## config.mk

```make
export PLATFORM = sky130hd
export DESIGN_NAME = radix_prefixed_number_parser_core
export DESIGN_NICKNAME = d
export VERILOG_FILES = /design/src/rpnp_pkg.sv /design/src/rpnp_digit.sv /design/src/rpnp_accum.sv /design/src/radix_prefixed_number_parser_core.sv
export VERILOG_INCLUDE_DIRS = /design/src /design/src/src
export SDC_FILE = /design/constraint.sdc
export NUM_CORES = 1
export LEC_CHECK = 0
export BUFFER_PORTS_ARGS = -buffer_cell sky130_fd_sc_hd__buf_2
export CELL_PAD_IN_SITES_DETAIL_PLACEMENT = 0
export CELL_PAD_IN_SITES_GLOBAL_PLACEMENT = 2
export CORE_ASPECT_RATIO = 1.4
export CORE_MARGIN = 2
export CORE_UTILIZATION = 38
export CTS_CLUSTER_SIZE = 40
export DETAILED_ROUTE_END_ITERATION = 10
export MAX_ROUTING_LAYER = met4
export PLACE_DENSITY_LB_ADDON = 0.1
export SYNTH_ARGS = -nofsm -noshare
export SYNTH_HDL_FRONTEND = slang
export SYNTH_SLANG_ARGS = --single-unit
```

## constraint.sdc

```tcl
create_clock -name clock -period 6.16 [get_ports clock]
set_input_delay 1.232 -clock clock [delete_from_list [all_inputs] [get_ports clock]]
set_output_delay 1.232 -clock clock [all_outputs]
set_load 0.02 [all_outputs]
```

## src/radix_prefixed_number_parser_core_assert.svh

```systemverilog
// ----------------------------------------------------------------------------
// Radix prefixed number parser assertion macros
// Shared concurrent assertion forms for the parser modules.
// ----------------------------------------------------------------------------
`ifndef RADIX_PREFIXED_NUMBER_PARSER_CORE_ASSERT_SVH
`define RADIX_PREFIXED_NUMBER_PARSER_CORE_ASSERT_SVH

// condition must hold on the same edge
`define RPNP_ASSERT_IMPLIES(lbl, clk, rst, ante, cons) \
   lbl: assert property (@(posedge clk) disable iff (rst) (ante) |-> (cons)) \
      else $error("rpnp assertion failed");

// condition must hold on the following edge
`define RPNP_ASSERT_NEXT(lbl, clk, rst, ante, cons) \
   lbl: assert property (@(posedge clk) disable iff (rst) (ante) |=> (cons)) \
      else $error("rpnp assertion failed");

`endif

```

## src/rpnp_pkg.sv

```systemverilog
// ----------------------------------------------------------------------------
// Radix prefixed number parser package
// Character codes, radix codes, token phase type and shared helpers.
// ----------------------------------------------------------------------------
package rpnp_pkg;

   localparam int unsigned ValueWidth = 32;

   localparam logic [7:0] CHAR_ZERO    = 8'h30;
   localparam logic [7:0] CHAR_NINE    = 8'h39;
   localparam logic [7:0] CHAR_UPPER_A = 8'h41;
   localparam logic [7:0] CHAR_UPPER_Z = 8'h5A;
   localparam logic [7:0] CHAR_CASE_OFS = 8'h20;
   localparam logic [7:0] CHAR_LOWER_B = 8'h62;
   localparam logic [7:0] CHAR_LOWER_Q = 8'h71;
   localparam logic [7:0] CHAR_LOWER_X = 8'h78;
   // 'a' - 10
   localparam logic signed [8:0] ALPHA_DIGIT_OFS = 9'sd87;

   localparam logic [2:0] RADIX_DEC  = 3'd0;
   localparam logic [2:0] RADIX_BIN  = 3'd1;
   localparam logic [2:0] RADIX_QUAD = 3'd2;
   localparam logic [2:0] RADIX_HEX  = 3'd3;
   localparam logic [2:0] RADIX_OCT  = 3'd4;

   typedef enum logic [2:0] {
      PHASE_FIRST  = 3'b001,
      PHASE_SECOND = 3'b010,
      PHASE_DIGITS = 3'b100
   } phase_type;

   typedef struct packed {
      logic signed [8:0] digit;
      logic [7:0]        lower;
   } digit_info_type;

   typedef struct packed {
      logic                  valid;
      logic [ValueWidth-1:0] value;
      logic [2:0]            radix_code;
      logic                  digit_error;
      logic [7:0]            bad_char;
   } result_type;

   function automatic logic [4:0] radix_base(input logic [2:0] radix);
      logic [4:0] base;
      case (radix)
         RADIX_BIN:  base = 5'd2;
         RADIX_QUAD: base = 5'd4;
         RADIX_HEX:  base = 5'd16;
         RADIX_OCT:  base = 5'd8;
         default:    base = 5'd10;
      endcase
      return base;
   endfunction

   // acc * base with shifts and an add, wrapping at the value width
   function automatic logic [ValueWidth-1:0] scale_by_radix(
      input logic [ValueWidth-1:0] acc,
      input logic [2:0]            radix
   );
      logic [ValueWidth-1:0] res;
      case (radix)
         RADIX_BIN:  res = acc << 1;
         RADIX_QUAD: res = acc << 2;
         RADIX_HEX:  res = acc << 4;
         RADIX_OCT:  res = acc << 3;
         default:    res = (acc << 3) + (acc << 1);
      endcase
      return res;
   endfunction

endpackage

```

## src/rpnp_digit.sv

```systemverilog
// ----------------------------------------------------------------------------
// Radix prefixed number parser digit decode
// Folds letter case and maps a character to its signed digit value.
// ----------------------------------------------------------------------------
module rpnp_digit (
   input  logic [7:0]              char_code,
   output rpnp_pkg::digit_info_type info
);

   logic [7:0] lower;

   always_comb begin
      case (char_code) inside
         [rpnp_pkg::CHAR_UPPER_A : rpnp_pkg::CHAR_UPPER_Z]: begin
            lower = char_code + rpnp_pkg::CHAR_CASE_OFS;
         end
         default: begin
            lower = char_code;
         end
      endcase
   end

   always_comb begin
      info.lower = lower;
      case (char_code) inside
         [rpnp_pkg::CHAR_ZERO : rpnp_pkg::CHAR_NINE]: begin
            info.digit = $signed({1'b0, char_code - rpnp_pkg::CHAR_ZERO});
         end
         default: begin
            // non-decimal codes below 0x57, uppercase letters aside, come out negative
            info.digit = $signed({1'b0, lower}) - rpnp_pkg::ALPHA_DIGIT_OFS;
         end
      endcase
   end

endmodule

```

## src/rpnp_accum.sv

```systemverilog
// ----------------------------------------------------------------------------
// Radix prefixed number parser accumulator
// Token state registers: prefix phase, radix, running value, error capture.
// ----------------------------------------------------------------------------
`include "radix_prefixed_number_parser_core_assert.svh"

module rpnp_accum #(
   parameter int unsigned MAX_TOKEN_CHARS = 64
) (
   input  logic                    clock,
   input  logic                    reset,
   input  logic                    step,
   input  logic [7:0]              char_code,
   input  logic                    last,
   input  rpnp_pkg::digit_info_type info,
   output rpnp_pkg::result_type    result
);

   localparam int unsigned CntW = $clog2(MAX_TOKEN_CHARS + 1);
   localparam int unsigned VW   = rpnp_pkg::ValueWidth;

   rpnp_pkg::phase_type phase_ff, phase_in;
   logic [2:0]          radix_ff, radix_in;
   logic [VW-1:0]       acc_ff, acc_in;
   logic                err_ff, err_in;
   logic [CntW-1:0]     count_ff, count_in;
   logic [7:0]          bad_ff, bad_in;

   logic          take_char;
   logic          take_digit;
   logic [2:0]    radix_eff;
   logic [4:0]    base;
   logic          digit_bad;
   logic [VW-1:0] acc_step;

   assign take_char = count_ff < CntW'(MAX_TOKEN_CHARS);

   always_comb begin
      phase_in   = phase_ff;
      radix_in   = radix_ff;
      take_digit = 1'b0;
      radix_eff  = radix_ff;
      if (take_char) begin
         case (phase_ff)
            rpnp_pkg::PHASE_FIRST: begin
               if (char_code == rpnp_pkg::CHAR_ZERO) begin
                  radix_in = rpnp_pkg::RADIX_OCT;
                  phase_in = rpnp_pkg::PHASE_SECOND;
               end else begin
                  radix_in   = rpnp_pkg::RADIX_DEC;
                  radix_eff  = rpnp_pkg::RADIX_DEC;
                  phase_in   = rpnp_pkg::PHASE_DIGITS;
                  take_digit = 1'b1;
               end
            end
            rpnp_pkg::PHASE_SECOND: begin
               phase_in = rpnp_pkg::PHASE_DIGITS;
               case (info.lower)
                  rpnp_pkg::CHAR_LOWER_B: radix_in = rpnp_pkg::RADIX_BIN;
                  rpnp_pkg::CHAR_LOWER_Q: radix_in = rpnp_pkg::RADIX_QUAD;
                  rpnp_pkg::CHAR_LOWER_X: radix_in = rpnp_pkg::RADIX_HEX;
                  default:                take_digit = 1'b1;
               endcase
            end
            default: begin
               take_digit = 1'b1;
            end
         endcase
      end
   end

   assign base      = rpnp_pkg::radix_base(radix_eff);
   assign digit_bad = info.digit >= $signed({4'b0, base});
   assign acc_step  = rpnp_pkg::scale_by_radix(acc_ff, radix_eff)
                      + VW'(unsigned'(VW'(info.digit)));

   always_comb begin
      acc_in   = acc_ff;
      err_in   = err_ff;
      bad_in   = bad_ff;
      count_in = count_ff;
      if (take_char) begin
         count_in = count_ff + 1'b1;
      end
      if (take_digit && !err_ff) begin
         if (digit_bad) begin
            err_in = 1'b1;
            bad_in = char_code;
            acc_in = '0;
         end else begin
            acc_in = acc_step;
         end
      end
   end

   always_comb begin
      result.valid       = step && last;
      result.value       = err_in ? '0 : acc_in;
      result.radix_code  = radix_in;
      result.digit_error = err_in;
      result.bad_char    = err_in ? bad_in : 8'h00;
   end

   always_ff @(posedge clock) begin
      if (reset) begin
         phase_ff <= rpnp_pkg::PHASE_FIRST;
         radix_ff <= rpnp_pkg::RADIX_DEC;
         acc_ff   <= '0;
         err_ff   <= 1'b0;
         count_ff <= '0;
         bad_ff   <= '0;
      end else if (step) begin
         if (last) begin
            // token done, back to the idle token state
            phase_ff <= rpnp_pkg::PHASE_FIRST;
            radix_ff <= rpnp_pkg::RADIX_DEC;
            acc_ff   <= '0;
            err_ff   <= 1'b0;
            count_ff <= '0;
            bad_ff   <= '0;
         end else begin
            phase_ff <= phase_in;
            radix_ff <= radix_in;
            acc_ff   <= acc_in;
            err_ff   <= err_in;
            count_ff <= count_in;
            bad_ff   <= bad_in;
         end
      end
   end

   `RPNP_ASSERT_IMPLIES(a_err_clears_acc, clock, reset, err_ff, acc_ff == '0)
   `RPNP_ASSERT_IMPLIES(a_count_bound, clock, reset, 1'b1,
                        count_ff <= CntW'(MAX_TOKEN_CHARS))
   `RPNP_ASSERT_IMPLIES(a_first_is_clean, clock, reset,
                        phase_ff == rpnp_pkg::PHASE_FIRST,
                        count_ff == '0 && !err_ff && radix_ff == rpnp_pkg::RADIX_DEC)
   `RPNP_ASSERT_NEXT(a_last_resets, clock, reset, step && last,
                     phase_ff == rpnp_pkg::PHASE_FIRST)

endmodule

```

## src/radix_prefixed_number_parser_core.sv

```systemverilog
// ----------------------------------------------------------------------------
// Radix prefixed number parser core
// Parses a numeric token with an optional 0b/0q/0x/0 radix prefix.
// ----------------------------------------------------------------------------
// Characters of one token arrive on req_ (valid/ready), one item each, with
// req_last marking the final character. Each token gives one result item on
// rsp_ (valid/ready): the wrapped 32-bit value, the radix code, a digit error
// flag and the first rejected character. Only the first MAX_TOKEN_CHARS
// characters count; later ones are dropped but a last mark still ends the
// token.
// A character taken on req_ goes into the input register; its token's result
// then goes into the result register that drives rsp_. One character per cycle
// is taken unless a character with last set is held; the shift-add accumulate
// step is combinational. Reset clears the token state and the valid flags of
// both registers; req_ready is high once reset has cleared the input register.
// While rsp_ready is low the result waits in its register; characters that end
// no token keep flowing, and a character with last set holds in the input
// register until the result register frees.
// ----------------------------------------------------------------------------
`include "radix_prefixed_number_parser_core_assert.svh"

module radix_prefixed_number_parser_core #(
   parameter int unsigned MAX_TOKEN_CHARS = 64
) (
   input  logic        clock,
   input  logic        reset,
   input  logic        req_valid,
   output logic        req_ready,
   input  logic [7:0]  req_char_code,
   input  logic        req_last,
   output logic        rsp_valid,
   input  logic        rsp_ready,
   output logic signed [31:0] rsp_value,
   output logic [2:0]  rsp_radix_code,
   output logic        rsp_digit_error,
   output logic [7:0]  rsp_bad_char
);

   logic       in_valid_ff;
   logic [7:0] in_char_ff;
   logic       in_last_ff;
   logic       advance;

   rpnp_pkg::digit_info_type info;
   rpnp_pkg::result_type     result;
   rpnp_pkg::result_type     rsp_ff, rsp_in;

   assign advance   = in_valid_ff && (!in_last_ff || !rsp_ff.valid || rsp_ready);
   assign req_ready = !in_valid_ff || advance;

   always_ff @(posedge clock) begin
      if (reset) begin
         in_valid_ff <= 1'b0;
      end else if (req_ready) begin
         in_valid_ff <= req_valid;
      end
   end

   always_ff @(posedge clock) begin
      if (req_valid && req_ready) begin
         in_char_ff <= req_char_code;
         in_last_ff <= req_last;
      end
   end

   rpnp_digit u_digit (
      .char_code (in_char_ff),
      .info      (info)
   );

   rpnp_accum #(
      .MAX_TOKEN_CHARS (MAX_TOKEN_CHARS)
   ) u_accum (
      .clock     (clock),
      .reset     (reset),
      .step      (advance),
      .char_code (in_char_ff),
      .last      (in_last_ff),
      .info      (info),
      .result    (result)
   );

   always_comb begin
      rsp_in = rsp_ff;
      if (result.valid) begin
         rsp_in = result;
      end else if (rsp_ready) begin
         rsp_in.valid = 1'b0;
      end
   end

   always_ff @(posedge clock) begin
      if (reset) begin
         rsp_ff.valid <= 1'b0;
      end else begin
         rsp_ff.valid <= rsp_in.valid;
      end
      rsp_ff.value       <= rsp_in.value;
      rsp_ff.radix_code  <= rsp_in.radix_code;
      rsp_ff.digit_error <= rsp_in.digit_error;
      rsp_ff.bad_char    <= rsp_in.bad_char;
   end

   assign rsp_valid       = rsp_ff.valid;
   assign rsp_value       = $signed(rsp_ff.value);
   assign rsp_radix_code  = rsp_ff.radix_code;
   assign rsp_digit_error = rsp_ff.digit_error;
   assign rsp_bad_char    = rsp_ff.bad_char;

   `RPNP_ASSERT_IMPLIES(a_ok_no_bad_char, clock, reset,
                        rsp_ff.valid && !rsp_ff.digit_error, rsp_ff.bad_char == 8'h00)
   `RPNP_ASSERT_IMPLIES(a_err_value_zero, clock, reset,
                        rsp_ff.valid && rsp_ff.digit_error, rsp_ff.value == '0)
   `RPNP_ASSERT_IMPLIES(a_no_overwrite, clock, reset,
                        result.valid, !rsp_ff.valid || rsp_ready)

endmodule
```

==> results.md <==
* Yosys cell types at 78
* Hold_ws at just under 0.5 ns
* Die area at around 25000 um^2
* Mapped Area at 8894 um^2
* I/O pin cnt at 59
* DRT iter0 DRCs at 594
* Synth warn at 0
* Leak at about 0.0042 uW
* Area grow syn2layout at 12.32%
* Crit-path max FO at 8
* GR peak layer: met2
* Clock Sinks at approximately 110
* Crit share post-route at between 90% and 100%
* Core box area at between 20000 and 25000 um^2
* Worst-margin pin slew at 1.260 ns
* MaxCap Viol Count at 0
* Final hold violations at 0
* Cts hold-fix bufs at 0
* CP Data Arrival Time at about 5.8 ns
* Vias after detailed routing at between 8000 and 9000
* Largest net degree at the start of global routing at 47
* Met1 Usage GRT at between 20% and 30%
* Syn_nets at between 1000 and 1500
* Largest stage delay on the critical path at approximately 0.53 ns
* First-pass GRT wire length at approximately 47000 um
* HPWL after DPL at roughly 22000 um
* Number of enable flip-flop cells after synthesis at 53
* Number of global-route vias before repair at slightly above 8000
* Clk pwr share at between 30% and 40%
* WL final at 29540 um
* Per-cell routed wire length at 20.86 um
* Net Sw Frac at 32.10%
* Critical-path top delay cell: dfxtp_1
* Critical path type: register to register
* Routed vias/inst at about 5.8
* Post-layout min period at between 5 and 6 ns
* RSZ-0062 raised after global routing: false
* Share of power burned in registers at 44.2%
* Number of buffer cells added on primary ports at 58
* Delay-heaviest family, CP: compound AO/OA/AOI/OAI gates
* CTS tree: built
* Status: finished, final reports clean
* Starting density of the core at about two fifths
* FFs w/ async S/R, synth at 0%
* Met2 usage at 44.52%
* Crit end category: register
* Internal power at 1241 uW
* N_diodes at 0
* Row count at 66
* Gr ovfl total at 0
* Clock transition at path regs at roughly 0.08 ns
* CTS Buffer Depth at 2
* Post-synthesis sequential area ratio at between 30 and 40%
* Top_reg_cell synth: dfxtp_1
* NetSw at 586.9 uW
* Gate power share at a little over a fifth
* Nets at 1194
* 1st-pass router iterations at 6
* Data required, critical path at 6.26 ns
* DP Cell Count at 1400
* Die Height at ~190 um
* Startpoint Class: register
* Clock Skew at 0.006867 ns
* Pwr Density at 183.0 nW/um^2
* Overall Global Routing Usage at 25.12%
* GPL Wtd Cong at 0.8899
* Setup TNS at 0 ns
* Layout Cells excl Fill at around 1400
* DRC at 0
* Grt met3 use at roughly 2.3%
* Max-slew violations at 0
* Syn Inst Count at between 1000 and 1500
* Post-DRT Antenna Nets at 0
* CP Buf/Inv Count at 0
* Number of CTS-inserted buffers at 9
* Setup violation total in the final timing report at 0
* Max VDD drop at around 0.12 mV
* H-tree lvl count at 3
* Avg Cell Area, Syn at ~8.4 um^2
* Relative slew slack at about 15%
* Initial antenna violation count at 0
* Die W at between 100 and 150 um
* Root Buffer: clkbuf_16
* Synthesized flop and latch total at between 100 and 150
* Clk Latency, worst-skew pair at around 0.37 ns
* Max Clk Rate at around 170 MHz
* Worst path most repeated cell: a21oi_1
* Share of cells above drive strength 1 at about an eighth
* Min-Delay Path Class: register to register
==> stage by stage <==
step	power [uW]	setup slack (ns)	util [%]	instance area, um^2
final	1828	0.4390	43.20	9990
after global routing	1913	0.03864	43.20	9990
after CTS	1845	0.1601	43.14	9976
after detailed placement	1209	0.1742	41.80	9664
after global placement	1210	0.2646	41.80	9664
after floorplan	1078	0.6203	-	8894
==> Yosys cell counts (all sizes together), types with 14 or more instances <==
master,instances,area [um^2]
nand2,117,439.2
nor2,90,340.3
a21oi,83,419.2
ha,74,925.9
o21ai,62,321.6
dfxtp,56,1121
edfxtp,53,1592
clkbuf,52,195.2
a21o,39,292.8
nand3,33,165.2
xnor2,32,280.3
inv,31,116.4
a22oi,30,225.2
xor2,27,236.5
a222oi,24,240.2
o211ai,21,157.7
and3,16,100.1
and2,15,93.84
nor2b,15,93.84
nand2b,14,87.58
==> logic make-up (layout without fill, tap and decap cells) <==
logic type / count (synthesis) / after routing / synth area share [%]
AOI/OAI and AO/OA: 371 / 371 / 29.61
adders and majority gates: 76 / 76 / 10.86
muxes: 11 / 11 / 1.294
xor gates and xnor gates: 59 / 59 / 5.810
DFF: 109 / 109 / 30.50
and+or+nand+nor: 342 / 342 / 18.11
buffers and inverters: 88 / 142 / 3.813
==> timing repair <==
item,CTS,global route
setup endpoints to repair,0,2
resized for setup,0,4
buffers inserted,0,0
==> layout make-up <==
cell class | instances | area (um^2)
Fill cell | 2394 | 13130
Multi-Input combinational cell | 859 | 5871
Sequential cell | 109 | 2715
Timing Repair Buffer | 95 | 593.1
Tap cell | 306 | 382.9
Clock buffer | 10 | 229.0
Inverter | 31 | 116.4
Clock inverter | 6 | 82.58
==> metal layers <==
layer | vias up | part of all wire, %
li1 | 4076 | -
met1 | 3951 | 42
met2 | 183 | 51
met3 | 45 | 3.3
met4 | 0 | 3.3
met5 | - | 0
==> cells in the final DEF, fill, tap and decap left out, types with 5 or more instances in the layout <==
cell type,synthesis,final
and2_1,15,15
a31oi_1,12,12
a21oi_1,82,81
o21a_1,6,6
o31a_1,6,6
or2_2,6,6
buf_2,1,58
buf_4,0,35
and3_1,16,16
clkbuf_16,0,9
a21o_1,39,39
nand3_1,33,33
nor2_1,89,87
o21ai_0,58,58
mux2i_1,7,7
nand4_1,6,6
edfxtp_1,53,53
o211ai_1,21,21
nand2_1,117,116
a22o_1,12,12
inv_1,31,30
a32oi_1,8,8
ha_1,74,74
o21bai_1,11,11
a211oi_1,6,5
xnor2_1,32,32
a222oi_1,24,24
nand2b_1,14,14
xor2_1,27,27
dfxtp_1,56,54
nor2b_1,15,15
a22oi_1,30,30
a221o_1,5,5
nor3_1,12,12
==> worst register-to-register path: stages, from the launching register on <==
cell	delay, ns
dfxtp_1	0.53
ha_1	0.33
nor2b_1	0.14
o21a_1	0.17
o21ai_0	0.31
a21oi_1	0.19
a41oi_1	0.34
o21ai_0	0.19
o31a_1	0.38
a21o_1	0.20
a21oi_1	0.17
xnor2_1	0.13
o211ai_1	0.11
ha_1	0.38
and3_1	0.26
a221o_1	0.32
a21oi_1	0.14
nor2b_1	0.05
o21ai_0	0.15
nand2b_1	0.07
a21oi_1	0.19
o41ai_2	0.10
a21oi_1	0.18
xnor2_1	0.15
xnor2_1	0.17
o22ai_1	0.10
==> power by group through the flow <==
stage	clock [uW]	combinational (uW)	sequential (uW)
after detailed placement	0	385	824
final	634	387	807
after global routing	676	426	811
after global placement	0	386	824
after CTS	652	387	807
after floorplan	0	250	828
==> registers in the layout (all words and copies together), names as in the netlist, 3 cells and up <==
signal	count
in_char_ff	8
u_accum.bad_ff	8
u_accum.radix_ff	3
u_accum.count_ff	7
rsp_bad_char	8
u_accum.phase_ff	3
u_accum.acc_ff	32
rsp_radix_code	3
rsp_value	32
==> final timing paths <==
kind,from,endpoint,slack [ns],cells after the start
min reg2reg,u_accum.acc_ff[31],u_accum.acc_ff[31],0.48,2
min,u_accum.acc_ff[31],u_accum.acc_ff[31],0.48,2
max,u_accum.acc_ff[4],rsp_value[31],0.44,25
max reg2reg,u_accum.acc_ff[4],rsp_value[31],0.44,25
Note: power is estimated with default switching activity, not from simulation.
